--- config.mk ---
export PLATFORM = sky130hd
export DESIGN_NAME = two_phase_tile_scheduler_unit_flat
export DESIGN_NICKNAME = d
export VERILOG_FILES = /design/src/rtl/tps_pkg.sv /design/src/rtl/tps_in_if.sv /design/src/rtl/tps_out_if.sv /design/src/rtl/tps_core.sv /design/src/rtl/tps_out_buf.sv /design/src/rtl/two_phase_tile_scheduler_unit.sv /design/src/flat_wrapper.sv
export SDC_FILE = /design/constraint.sdc
export NUM_CORES = 1
export LEC_CHECK = 0
export CAP_MARGIN = 20
export CORE_MARGIN = 2
export CORE_UTILIZATION = 55
export CTS_BUF_LIST = sky130_fd_sc_hd__clkbuf_16
export CTS_CLUSTER_SIZE = 25
export DETAILED_ROUTE_END_ITERATION = 10
export DONT_BUFFER_PORTS = 1
export GPL_TIMING_DRIVEN = 0
export PLACE_DENSITY = 0.72
export SLEW_MARGIN = 20
export SYNTH_ARGS = -nofsm -noshare
export SYNTH_HDL_FRONTEND = slang
export SYNTH_SLANG_ARGS = --single-unit
export TNS_END_PERCENT = 10
--- constraint.sdc ---
create_clock -name i_clk -period 4 [get_ports i_clk]
set_clock_uncertainty 0.05 [all_clocks]
set_input_delay 0.4 -clock i_clk [delete_from_list [all_inputs] [get_ports i_clk]]
set_output_delay 0.4 -clock i_clk [all_outputs]
set_load 0.01 [all_outputs]
--- src/rtl/tps_pkg.sv ---
`timescale 1ns / 1ps
// ----------------------------------------------------------------------------
// tps_pkg
// shared types and codes of the two-phase tile scheduler
// ----------------------------------------------------------------------------
package tps_pkg;

    localparam int CYCLE_W   = 16;          // width of a phase length register
    localparam int TIMER_W   = CYCLE_W + 1; // holds -1 up to the largest count
    localparam int TILE_IN_W = 16;
    localparam int CFG_IDX_W = 2;
    localparam int CFG_DAT_W = 16;
    localparam int PHASE_W   = 3;
    localparam int MODE_W    = 2;

    // phase codes
    localparam logic [PHASE_W-1:0] PH_IDLE   = 3'd0;
    localparam logic [PHASE_W-1:0] PH_SCOMP  = 3'd1;
    localparam logic [PHASE_W-1:0] PH_SDRAIN = 3'd2;
    localparam logic [PHASE_W-1:0] PH_PCOMP  = 3'd3;
    localparam logic [PHASE_W-1:0] PH_PDRAIN = 3'd4;

    // array mode codes
    localparam logic [MODE_W-1:0] MODE_IDLE  = 2'd0;
    localparam logic [MODE_W-1:0] MODE_SDDMM = 2'd1;
    localparam logic [MODE_W-1:0] MODE_SPMM  = 2'd2;

    // item kinds
    localparam logic KIND_TICK = 1'b0;
    localparam logic KIND_LOAD = 1'b1;

    // configuration register indexes
    localparam logic [CFG_IDX_W-1:0] CFG_SDDMM_COMP  = 2'd0;
    localparam logic [CFG_IDX_W-1:0] CFG_SDDMM_DRAIN = 2'd1;
    localparam logic [CFG_IDX_W-1:0] CFG_SPMM_COMP   = 2'd2;
    localparam logic [CFG_IDX_W-1:0] CFG_SPMM_DRAIN  = 2'd3;

    // compute timers start one below zero
    localparam logic [TIMER_W-1:0] TIMER_START = {TIMER_W{1'b1}};

    typedef struct packed {
        logic               array_on;
        logic [MODE_W-1:0]  op_mode;
        logic               clear_array;
        logic               clear_datapath;
        logic [PHASE_W-1:0] phase;
        logic               done_res;
    } t_result;

endpackage

--- src/rtl/tps_in_if.sv ---
`timescale 1ns / 1ps
// ----------------------------------------------------------------------------
// tps_in_if
// input item channel: tick or workload load
// ----------------------------------------------------------------------------
interface tps_in_if
    import tps_pkg::*;
();
    logic                 valid;
    logic                 ready;
    logic                 kind;
    logic                 memory_ready;
    logic [TILE_IN_W-1:0] tile_count;

    modport source (output valid, output kind, output memory_ready,
                    output tile_count, input ready);
    modport sink   (input valid, input kind, input memory_ready,
                    input tile_count, output ready);
endinterface

--- src/rtl/tps_out_if.sv ---
`timescale 1ns / 1ps
// ----------------------------------------------------------------------------
// tps_out_if
// result item channel: array controls and status
// ----------------------------------------------------------------------------
interface tps_out_if
    import tps_pkg::*;
();
    logic               valid;
    logic               ready;
    logic               array_on;
    logic [MODE_W-1:0]  op_mode;
    logic               clear_array;
    logic               clear_datapath;
    logic [PHASE_W-1:0] phase;
    logic               done_res;

    modport source (output valid, output array_on, output op_mode,
                    output clear_array, output clear_datapath, output phase,
                    output done_res, input ready);
    modport sink   (input valid, input array_on, input op_mode,
                    input clear_array, input clear_datapath, input phase,
                    input done_res, output ready);
endinterface

--- src/rtl/tps_core.sv ---
`timescale 1ns / 1ps
// ----------------------------------------------------------------------------
// tps_core
// phase sequencer state, length registers and next-state logic
// ----------------------------------------------------------------------------
module tps_core
    import tps_pkg::*;
#(
    parameter int COUNT_WIDTH = 16
) (
    input  logic                 i_clk,
    input  logic                 i_rst_n,
    input  logic                 i_cfg_we,
    input  logic [CFG_IDX_W-1:0] i_cfg_idx,
    input  logic [CFG_DAT_W-1:0] i_cfg_data,
    input  logic                 i_fire,
    input  logic                 i_kind,
    input  logic                 i_memory_ready,
    input  logic [TILE_IN_W-1:0] i_tile_count,
    output t_result              o_result
);

    logic [CYCLE_W-1:0]     r_sc_cycles, r_sd_cycles, r_pc_cycles, r_pd_cycles;
    logic [PHASE_W-1:0]     r_phase, n_phase;
    logic [TIMER_W-1:0]     r_timer, n_timer;
    logic [COUNT_WIDTH-1:0] r_tiles, n_tiles;
    logic                   r_enable, n_enable;
    logic [MODE_W-1:0]      r_mode, n_mode;

    logic [TIMER_W-1:0]     timer_inc;
    logic [COUNT_WIDTH-1:0] tiles_dec;
    logic                   clr_a, clr_d, start;

    // timer + 1 against the length: phase ends when it reaches the count
    function automatic logic over(input logic [TIMER_W-1:0] t,
                                  input logic [CYCLE_W-1:0] n);
        return t >= {1'b0, n};
    endfunction

    always_ff @(posedge i_clk) begin
        if (!i_rst_n) begin
            r_sc_cycles <= '0;
            r_sd_cycles <= '0;
            r_pc_cycles <= '0;
            r_pd_cycles <= '0;
        end else if (i_cfg_we) begin
            unique case (i_cfg_idx)
                CFG_SDDMM_COMP:  r_sc_cycles <= i_cfg_data;
                CFG_SDDMM_DRAIN: r_sd_cycles <= i_cfg_data;
                CFG_SPMM_COMP:   r_pc_cycles <= i_cfg_data;
                CFG_SPMM_DRAIN:  r_pd_cycles <= i_cfg_data;
            endcase
        end
    end

    assign timer_inc = r_timer + TIMER_W'(1);
    assign tiles_dec = (r_tiles != '0) ? r_tiles - COUNT_WIDTH'(1) : '0;

    always_comb begin
        n_phase  = r_phase;
        n_timer  = timer_inc;
        n_tiles  = r_tiles;
        n_enable = 1'b1;
        n_mode   = r_mode;
        clr_a    = 1'b0;
        clr_d    = 1'b0;
        start    = 1'b0;
        if (i_kind == KIND_LOAD) begin
            n_tiles  = COUNT_WIDTH'(i_tile_count);
            n_phase  = PH_IDLE;
            n_timer  = '0;
            n_enable = 1'b0;
            n_mode   = MODE_IDLE;
        end else begin
            unique case (r_phase)
                PH_SCOMP: begin
                    n_mode = MODE_SDDMM;
                    if (over(timer_inc, r_sc_cycles)) begin
                        n_phase = PH_SDRAIN;
                        n_timer = '0;
                    end
                end
                PH_SDRAIN: begin
                    n_mode = MODE_SDDMM;
                    if (over(timer_inc, r_sd_cycles)) begin
                        n_phase = PH_PCOMP;
                        n_timer = TIMER_START;
                        n_mode  = MODE_SPMM;
                        clr_d   = 1'b1;
                    end
                end
                PH_PCOMP: begin
                    n_mode = MODE_SPMM;
                    if (over(timer_inc, r_pc_cycles)) begin
                        n_phase = PH_PDRAIN;
                        n_timer = '0;
                    end
                end
                PH_PDRAIN: begin
                    n_mode = MODE_SPMM;
                    if (over(timer_inc, r_pd_cycles)) begin
                        n_tiles = tiles_dec;
                        n_timer = '0;
                        if (tiles_dec != '0 && i_memory_ready) begin
                            start = 1'b1;
                        end else begin
                            n_phase  = PH_IDLE;
                            n_enable = 1'b0;
                            n_mode   = MODE_IDLE;
                        end
                    end
                end
                default: begin
                    n_phase  = PH_IDLE;
                    n_enable = 1'b0;
                    n_mode   = MODE_IDLE;
                    n_timer  = '0;
                    start    = (r_tiles != '0) && i_memory_ready;
                end
            endcase
            if (start) begin
                n_phase  = PH_SCOMP;
                n_timer  = TIMER_START;
                n_enable = 1'b1;
                n_mode   = MODE_SDDMM;
                clr_a    = 1'b1;
            end
        end
    end

    always_ff @(posedge i_clk) begin
        if (!i_rst_n) begin
            r_phase  <= PH_IDLE;
            r_timer  <= '0;
            r_tiles  <= '0;
            r_enable <= 1'b0;
            r_mode   <= MODE_IDLE;
        end else if (i_fire) begin
            r_phase  <= n_phase;
            r_timer  <= n_timer;
            r_tiles  <= n_tiles;
            r_enable <= n_enable;
            r_mode   <= n_mode;
        end
    end

    always_comb begin
        o_result.array_on       = n_enable;
        o_result.op_mode        = n_mode;
        o_result.clear_array    = clr_a;
        o_result.clear_datapath = clr_d;
        o_result.phase          = n_phase;
        o_result.done_res       = (n_tiles == '0) && (n_phase == PH_IDLE);
    end

    // idle means the array is off
    a_idle_off: assert property (@(posedge i_clk) disable iff (!i_rst_n)
        (r_phase == PH_IDLE) |-> (!r_enable && r_mode == MODE_IDLE))
        else $error("array enabled while idle");

    // first half of a tile runs in sddmm mode
    a_sddmm_mode: assert property (@(posedge i_clk) disable iff (!i_rst_n)
        (r_phase == PH_SCOMP || r_phase == PH_SDRAIN) |-> (r_mode == MODE_SDDMM))
        else $error("wrong mode in sddmm phase");

    // a load returns to idle with the new tile count
    a_load: assert property (@(posedge i_clk) disable iff (!i_rst_n)
        (i_fire && i_kind == KIND_LOAD) |=>
        (r_phase == PH_IDLE && r_tiles == COUNT_WIDTH'($past(i_tile_count))))
        else $error("load did not reset the sequencer");

endmodule

--- src/rtl/tps_out_buf.sv ---
`timescale 1ns / 1ps
// ----------------------------------------------------------------------------
// tps_out_buf
// two-entry result buffer between the sequencer and the result channel
// ----------------------------------------------------------------------------
module tps_out_buf
    import tps_pkg::*;
(
    input  logic    i_clk,
    input  logic    i_rst_n,
    input  logic    i_push,
    input  t_result i_data,
    output logic    o_space,
    output logic    o_valid,
    input  logic    i_pop,
    output t_result o_data
);

    t_result    r_mem [2];
    logic       r_wptr, r_rptr;
    logic [1:0] r_count;
    logic       pop;

    assign pop     = i_pop && (r_count != 2'd0);
    assign o_space = (r_count != 2'd2);
    assign o_valid = (r_count != 2'd0);
    assign o_data  = r_mem[r_rptr];

    always_ff @(posedge i_clk) begin
        if (i_push) begin
            r_mem[r_wptr] <= i_data;
        end
    end

    always_ff @(posedge i_clk) begin
        if (!i_rst_n) begin
            r_wptr  <= 1'b0;
            r_rptr  <= 1'b0;
            r_count <= 2'd0;
        end else begin
            if (i_push) begin
                r_wptr <= ~r_wptr;
            end
            if (pop) begin
                r_rptr <= ~r_rptr;
            end
            r_count <= r_count + 2'(i_push) - 2'(pop);
        end
    end

    // never written past full
    a_no_overflow: assert property (@(posedge i_clk) disable iff (!i_rst_n)
        i_push |-> (r_count != 2'd2))
        else $error("result buffer overflow");

endmodule

--- src/rtl/two_phase_tile_scheduler_unit.sv ---
`timescale 1ns / 1ps
// ----------------------------------------------------------------------------
// two_phase_tile_scheduler_unit
// per-tick sequencer stepping tiles through sddmm and spmm phases
// ----------------------------------------------------------------------------
// a result item is written into the result buffer as its input item is taken
// throughput: one item per cycle while the buffer has a free slot; the sequencer state updates in one pass
// a two-entry result buffer keeps input flowing while a result waits
// reset (synchronous, active low) clears phase, timer, tile count, controls
// and the four phase length registers
module two_phase_tile_scheduler_unit
    import tps_pkg::*;
#(
    parameter int COUNT_WIDTH = 16
) (
    input  logic                 i_clk,
    input  logic                 i_rst_n,
    input  logic                 i_cfg_we,
    input  logic [CFG_IDX_W-1:0] i_cfg_idx,
    input  logic [CFG_DAT_W-1:0] i_cfg_data,
    tps_in_if.sink               i_item,
    tps_out_if.source            o_result
);

    // sequencer output for the item in hand
    t_result next_res;
    t_result buf_res;
    logic    fire;
    logic    space;

    // an item is taken whenever the buffer has a free slot
    assign i_item.ready = space;
    assign fire         = i_item.valid && space;

    // state and length registers, next-state logic
    tps_core #(
        .COUNT_WIDTH (COUNT_WIDTH)
    ) u_core (
        .i_clk          (i_clk),
        .i_rst_n        (i_rst_n),
        .i_cfg_we       (i_cfg_we),
        .i_cfg_idx      (i_cfg_idx),
        .i_cfg_data     (i_cfg_data),
        .i_fire         (fire),
        .i_kind         (i_item.kind),
        .i_memory_ready (i_item.memory_ready),
        .i_tile_count   (i_item.tile_count),
        .o_result       (next_res)
    );

    // result register plus skid slot
    tps_out_buf u_buf (
        .i_clk   (i_clk),
        .i_rst_n (i_rst_n),
        .i_push  (fire),
        .i_data  (next_res),
        .o_space (space),
        .o_valid (o_result.valid),
        .i_pop   (o_result.ready),
        .o_data  (buf_res)
    );

    // unpack onto the result channel
    assign o_result.array_on       = buf_res.array_on;
    assign o_result.op_mode        = buf_res.op_mode;
    assign o_result.clear_array    = buf_res.clear_array;
    assign o_result.clear_datapath = buf_res.clear_datapath;
    assign o_result.phase          = buf_res.phase;
    assign o_result.done_res       = buf_res.done_res;

endmodule

--- src/flat_wrapper.sv ---
// flat-port wrapper written by rule: the top's interface ports become plain ports
module two_phase_tile_scheduler_unit_flat import tps_pkg::*;
#(
    parameter int COUNT_WIDTH = 16
)
  (i_clk, i_rst_n, i_cfg_we, i_cfg_idx, i_cfg_data, i_item_valid, i_item_kind, i_item_memory_ready, i_item_tile_count, i_item_ready, o_result_valid, o_result_array_on, o_result_op_mode, o_result_clear_array, o_result_clear_datapath, o_result_phase, o_result_done_res, o_result_ready);
  tps_in_if i_item_i ();
  tps_out_if o_result_i ();
  input  logic i_clk;
  input  logic i_rst_n;
  input  logic i_cfg_we;
  input  logic [CFG_IDX_W-1:0] i_cfg_idx;
  input  logic [CFG_DAT_W-1:0] i_cfg_data;
  input wire logic [$bits(i_item_i.valid)-1:0] i_item_valid;
  input wire logic [$bits(i_item_i.kind)-1:0] i_item_kind;
  input wire logic [$bits(i_item_i.memory_ready)-1:0] i_item_memory_ready;
  input wire logic [$bits(i_item_i.tile_count)-1:0] i_item_tile_count;
  output wire logic [$bits(i_item_i.ready)-1:0] i_item_ready;
  output wire logic [$bits(o_result_i.valid)-1:0] o_result_valid;
  output wire logic [$bits(o_result_i.array_on)-1:0] o_result_array_on;
  output wire logic [$bits(o_result_i.op_mode)-1:0] o_result_op_mode;
  output wire logic [$bits(o_result_i.clear_array)-1:0] o_result_clear_array;
  output wire logic [$bits(o_result_i.clear_datapath)-1:0] o_result_clear_datapath;
  output wire logic [$bits(o_result_i.phase)-1:0] o_result_phase;
  output wire logic [$bits(o_result_i.done_res)-1:0] o_result_done_res;
  input wire logic [$bits(o_result_i.ready)-1:0] o_result_ready;
  assign i_item_i.valid = i_item_valid;
  assign i_item_i.kind = i_item_kind;
  assign i_item_i.memory_ready = i_item_memory_ready;
  assign i_item_i.tile_count = i_item_tile_count;
  assign i_item_ready = i_item_i.ready;
  assign o_result_valid = o_result_i.valid;
  assign o_result_array_on = o_result_i.array_on;
  assign o_result_op_mode = o_result_i.op_mode;
  assign o_result_clear_array = o_result_i.clear_array;
  assign o_result_clear_datapath = o_result_i.clear_datapath;
  assign o_result_phase = o_result_i.phase;
  assign o_result_done_res = o_result_i.done_res;
  assign o_result_i.ready = o_result_ready;
  two_phase_tile_scheduler_unit #(.COUNT_WIDTH(COUNT_WIDTH)) u_core (.i_clk(i_clk), .i_rst_n(i_rst_n), .i_cfg_we(i_cfg_we), .i_cfg_idx(i_cfg_idx), .i_cfg_data(i_cfg_data), .i_item(i_item_i), .o_result(o_result_i));
endmodule
==> results.md <==
- The combinational group share of total power is 0.281.
- The final critical-path setup slack is -0.192 ns.
- The routed length on met3 is 1.33 mm.
- The final-layout setup total negative slack is -0.621 ns.
- The number of iterations in the first detailed-routing pass is 5.
- For this configuration, the core starts out at a cell density of 0.561.
- For the worst-skew pair, the clock arrives at the later sink with an insertion delay of 0.43 ns.
- The count of maximum capacitance violations is 0.
- The clock tree synthesis step divided the H-tree into 4 levels.
- The library cell occupying the most area in the post-synthesis netlist is dfxtp_1.
- Summing all placed instances gives a cell area of 7990 um2.
- The switching part of the total power is 0.325.
- The library cells used most frequently in the layout, excluding fill and tap cells, are 183 x nand2_1, 99 x dfxtp_1, 76 x inv_1, 70 x a21boi_0, 62 x ha_1.
- The number of buffers created by CTS is 17.
- Summed over all cells, the static leakage comes to 0.00352 uW.
- Summing over every cut layer, the via total after detailed routing is 6919.
- Among all flip-flop cells after synthesis, the most frequent one is dfxtp_1.
- Routability-driven placement finished with a final weighted congestion of 0.945.
- The die span in x is 123 um.
- After detailed routing, the total wire length is 20.8 mm.
- The share of synthesized flip-flops with an asynchronous set or reset is 0.
- For this block, wires on met1 add up to 8.98 mm.
- The total routing resource utilization after global routing is 0.289.
- The global-route congestion overflow total is 0.
- The clock edge transition at the registers on the reported setup and hold paths is 0.06 ns.
- The core area is 13800 um2.
- The max-slew violation total from the final report is 0.
- Counting every net in the synthesized netlist gives 1057.
- The filler-free cell count of the finished design is 1185.
- Setup repair after global routing could not meet its margin everywhere.
- The largest net degree at the start of global routing is 17.
- Yosys mapped a number of flops with a built-in enable equal to 18.
- The number of I/O port buffers is 0.
- The die boundary height is 123 um.
- In this run the clock root is driven by a clkbuf_16.
- Using the TritonRoute via totals, the vias-per-cell ratio works out to 5.84.
- In the final layout, the share of cells above drive strength 1 is 0.154.
- TritonCTS built the clock tree.
- Hold timing on the final database bottoms out at a slack of 0.0597 ns.
- After detailed routing, no signal wire sits above met4.
- At the pin with the least slew margin, the transition time is 0.806 ns.
- The worst setup path is of the flop to flop kind.
- The number of placed I/O pins is 52.
- After detailed placement, the design holds a cell count of 1128.
- After layout, the minimum clock period comes to 4.19 ns.
- The via count of the first global-routing pass was 6680.
- The internal power summed over all cells is 2790 uW.
- The slowest stage of the critical path belongs to the cell dfxtp_4.
- The tightest min-delay check is of the input pin to flop type.
- The share of Yosys cell area claimed by the top area cell type is 0.271.
- The post-synthesis sequential element count is 123.
- The start of the worst register-to-register path is u_core.u_core.r_timer[3]$_SDFFE_PN0P_.
- The wire length per cell is 17.6 um.
- The number of different library cells used by synthesis comes to 75.
- Synthesis produced a netlist whose cell count is 948.
- For this run, the top clock speed supported by timing is 239 MHz.
- The die covers 15100 um2.
- The wire length of the first global-routing pass is 33.5 mm.
- The clock network power share is 0.372.
- The run finished, with violations left.
- In this design, the critical path's most frequently occurring cell is nand4_1.
- The placement row count is 43.
- The synthesized area per cell is 8.19 um2.
- The arrival time of data at the critical path endpoint is 4.42 ns.
- For this run, the register share of the synthesized area comes to 0.340.
- The worst slew margin relative to its limit is 0.461.
- The synthesized netlist occupies a cell area of 7760 um2.
- STA classifies the critical path endpoint as a flop.
- In the post-synthesis netlist, the biggest area contributors are dfxtp_1 27%, ha_1 11%, nand2_1 8.9%, edfxtp_1 7.0%, a21boi_0 6.8%.
- The checks that failed: negative setup slack.
- Summed over all nets, the switching power comes to 1350 uW.
- Dividing the final minimum period by the clock period gives 1.05.
- The worst setup path startpoint is u_core.u_core.r_timer[3]$_SDFFE_PN0P_.
- The Yosys step of the flow raised 0 warnings.
- The most frequent standard cell in the layout excluding fill and tap cells is nand2_1.
- The total half-perimeter wirelength after legalization and detailed placement is 14.6 mm.
- The setup slack of the most critical reg-to-reg path is -0.19 ns.
- Data on the critical path is required at its endpoint by 4.22 ns.
- After routing the design area is 9170 um2.
- Of the total power, registers draw 0.347.
- Setup violations remaining at the end of the flow were counted as 4.
- The delay of the slowest cell on the worst path is 0.38 ns.
- The startpoint identified for the worst hold timing path is i_cfg_data[8].
- From synthesis to final layout, the design area changed by 18.2%.
- The critical path startpoint category is a flop.
- The clock tree buffer depth is 2.
- The biggest fanout along the worst timing path is 10.
- The number of DRC violations after detailed-routing iteration 0 is 634.
- In the routed design, unresolved DRC markers number 0.
- Walking the worst path, the cells encountered are and4_4 > nand4_1 > nor2_1 > and4_4 > xnor2_4 > inv_2 > ha_4 > nand4_1 > nor3_2 > a221oi_2 > o31ai_4 > o21a_4 > buf_8 > nand4b_1 > a31oi_4 > a2111oi_4 > nand4_1 > nor3_4.
- The count of nets left with antenna violations after detail routing is 0.
- For this design the ratio of total power to cell area is 451 nW/um2.
- The clock drives 123 sinks.
- The final count of hold timing violations came to 0.
- The initial antenna violation count is 0.
- The sum of met2 wire segment lengths after detailed routing is 9.91 mm.
- The number of antenna diodes is 0.
- The worst-case IR drop observed on VDD is 0.286 mV.
- After the last flow step, the layout net total stands at 1101.
[flip-flops by register name, summed over array words and instances, names as in the netlist, named ones only]
register	flops
u_core.u_buf.r_mem	18
u_core.u_core.r_timer	17
u_core.u_core.r_pc_cycles	16
u_core.u_core.r_pd_cycles	16
u_core.u_core.r_sc_cycles	16
u_core.u_core.r_sd_cycles	16
u_core.u_core.r_tiles	16
u_core.u_core.r_phase	3
u_core.u_buf.r_count	2
u_core.u_buf.r_rptr	1
u_core.u_buf.r_wptr	1
[what timing repair did]
item,in CTS,in global routing
endpoints found under the setup margin,54,27
setup buffers,21,5
cloned,0,0
pin swaps,26,21
resized for setup,65,23
hold buffers,0,0
[cell usage after synthesis, types with 13 or more instances]
| library cell | instances |
|---|---|
| nand2_1 | 185 |
| nand4_1 | 17 |
| edfxtp_1 | 18 |
| nand3_1 | 21 |
| a21boi_0 | 70 |
| inv_1 | 80 |
| xnor2_1 | 13 |
| o21ai_0 | 42 |
| clkbuf_1 | 36 |
| a22o_1 | 17 |
| ha_1 | 68 |
| and2_1 | 13 |
| nor2_1 | 41 |
| a21oi_1 | 32 |
| dfxtp_1 | 105 |
| nor3_1 | 16 |
[cells by family (layout without fill, tap and decap cells)]
logic type / after synthesis / after routing / share of synthesized area
AOI/OAI and AO/OA: 228 / 228 / 0.207
xor gates and xnor gates: 24 / 24 / 0.0281
adders and majority gates: 68 / 68 / 0.110
buffers and inverters: 130 / 187 / 0.0674
DFF: 123 / 123 / 0.340
muxes: 15 / 15 / 0.0208
and+or+nand+nor: 360 / 360 / 0.227
[layer usage]
layer / global-route usage / vias up
met5: 0 / -
met4: 0.121 / 0
met3: 0.0651 / 51
met2: 0.479 / 230
met1: 0.362 / 3250
li1: - / 3388
[power by group through the flow]
stage                     combinational [uW]  sequential (uW)  clock (uW)
after CTS                               1110             1430        1550
after global routing                    1280             1450        1610
final                                   1160             1430        1540
after global placement                   995             1450           0
after floorplan                          779             1430           0
after detailed placement                1010             1450           0
[critical path: cells and delay by family, from the launching register on]
kind	cells	cell delay, ns
AO/OA/AOI/OAI	5	1.21
XOR/XNOR	1	0.13
adder cells (fa/ha/maj)	1	0.24
buffers and inverters	2	0.23
flip-flops	1	0.38
AND/OR/NAND/NOR	9	1.80
[per-stage QoR]
step                power, uW   util  setup slack (ns)
finish                   4140  0.663            -0.192
global placement         2450  0.578             -1.09
detailed placement       2460  0.578             -1.08
global route             4330  0.663            -0.352
CTS                      4090  0.655           -0.0334
floorplan                2210      -            0.0278
[area by class of cell]
cell class,instances,area (um2)
buffer,48,225
clock buffer,17,425
clock inverter,15,156
fill,1124,4660
inverter,81,304
multi-input combinational,695,4980
sequential,123,2660
tap,180,225
timing repair buffer,26,203
[path summary, 6_finish.rpt]
kind                                                                  end  cells past startpoint
worst max-delay path                   u_core.u_buf.r_mem[0][0]$_DFFE_PP_                     18
worst min-delay path            u_core.u_core.r_sd_cycles[8]$_SDFFE_PN0P_                      2
worst max register to register         u_core.u_buf.r_mem[0][0]$_DFFE_PP_                     18
worst min register to register  u_core.u_core.r_pd_cycles[3]$_SDFFE_PN0P_                      2
Power figures use the tool's default switching activity.
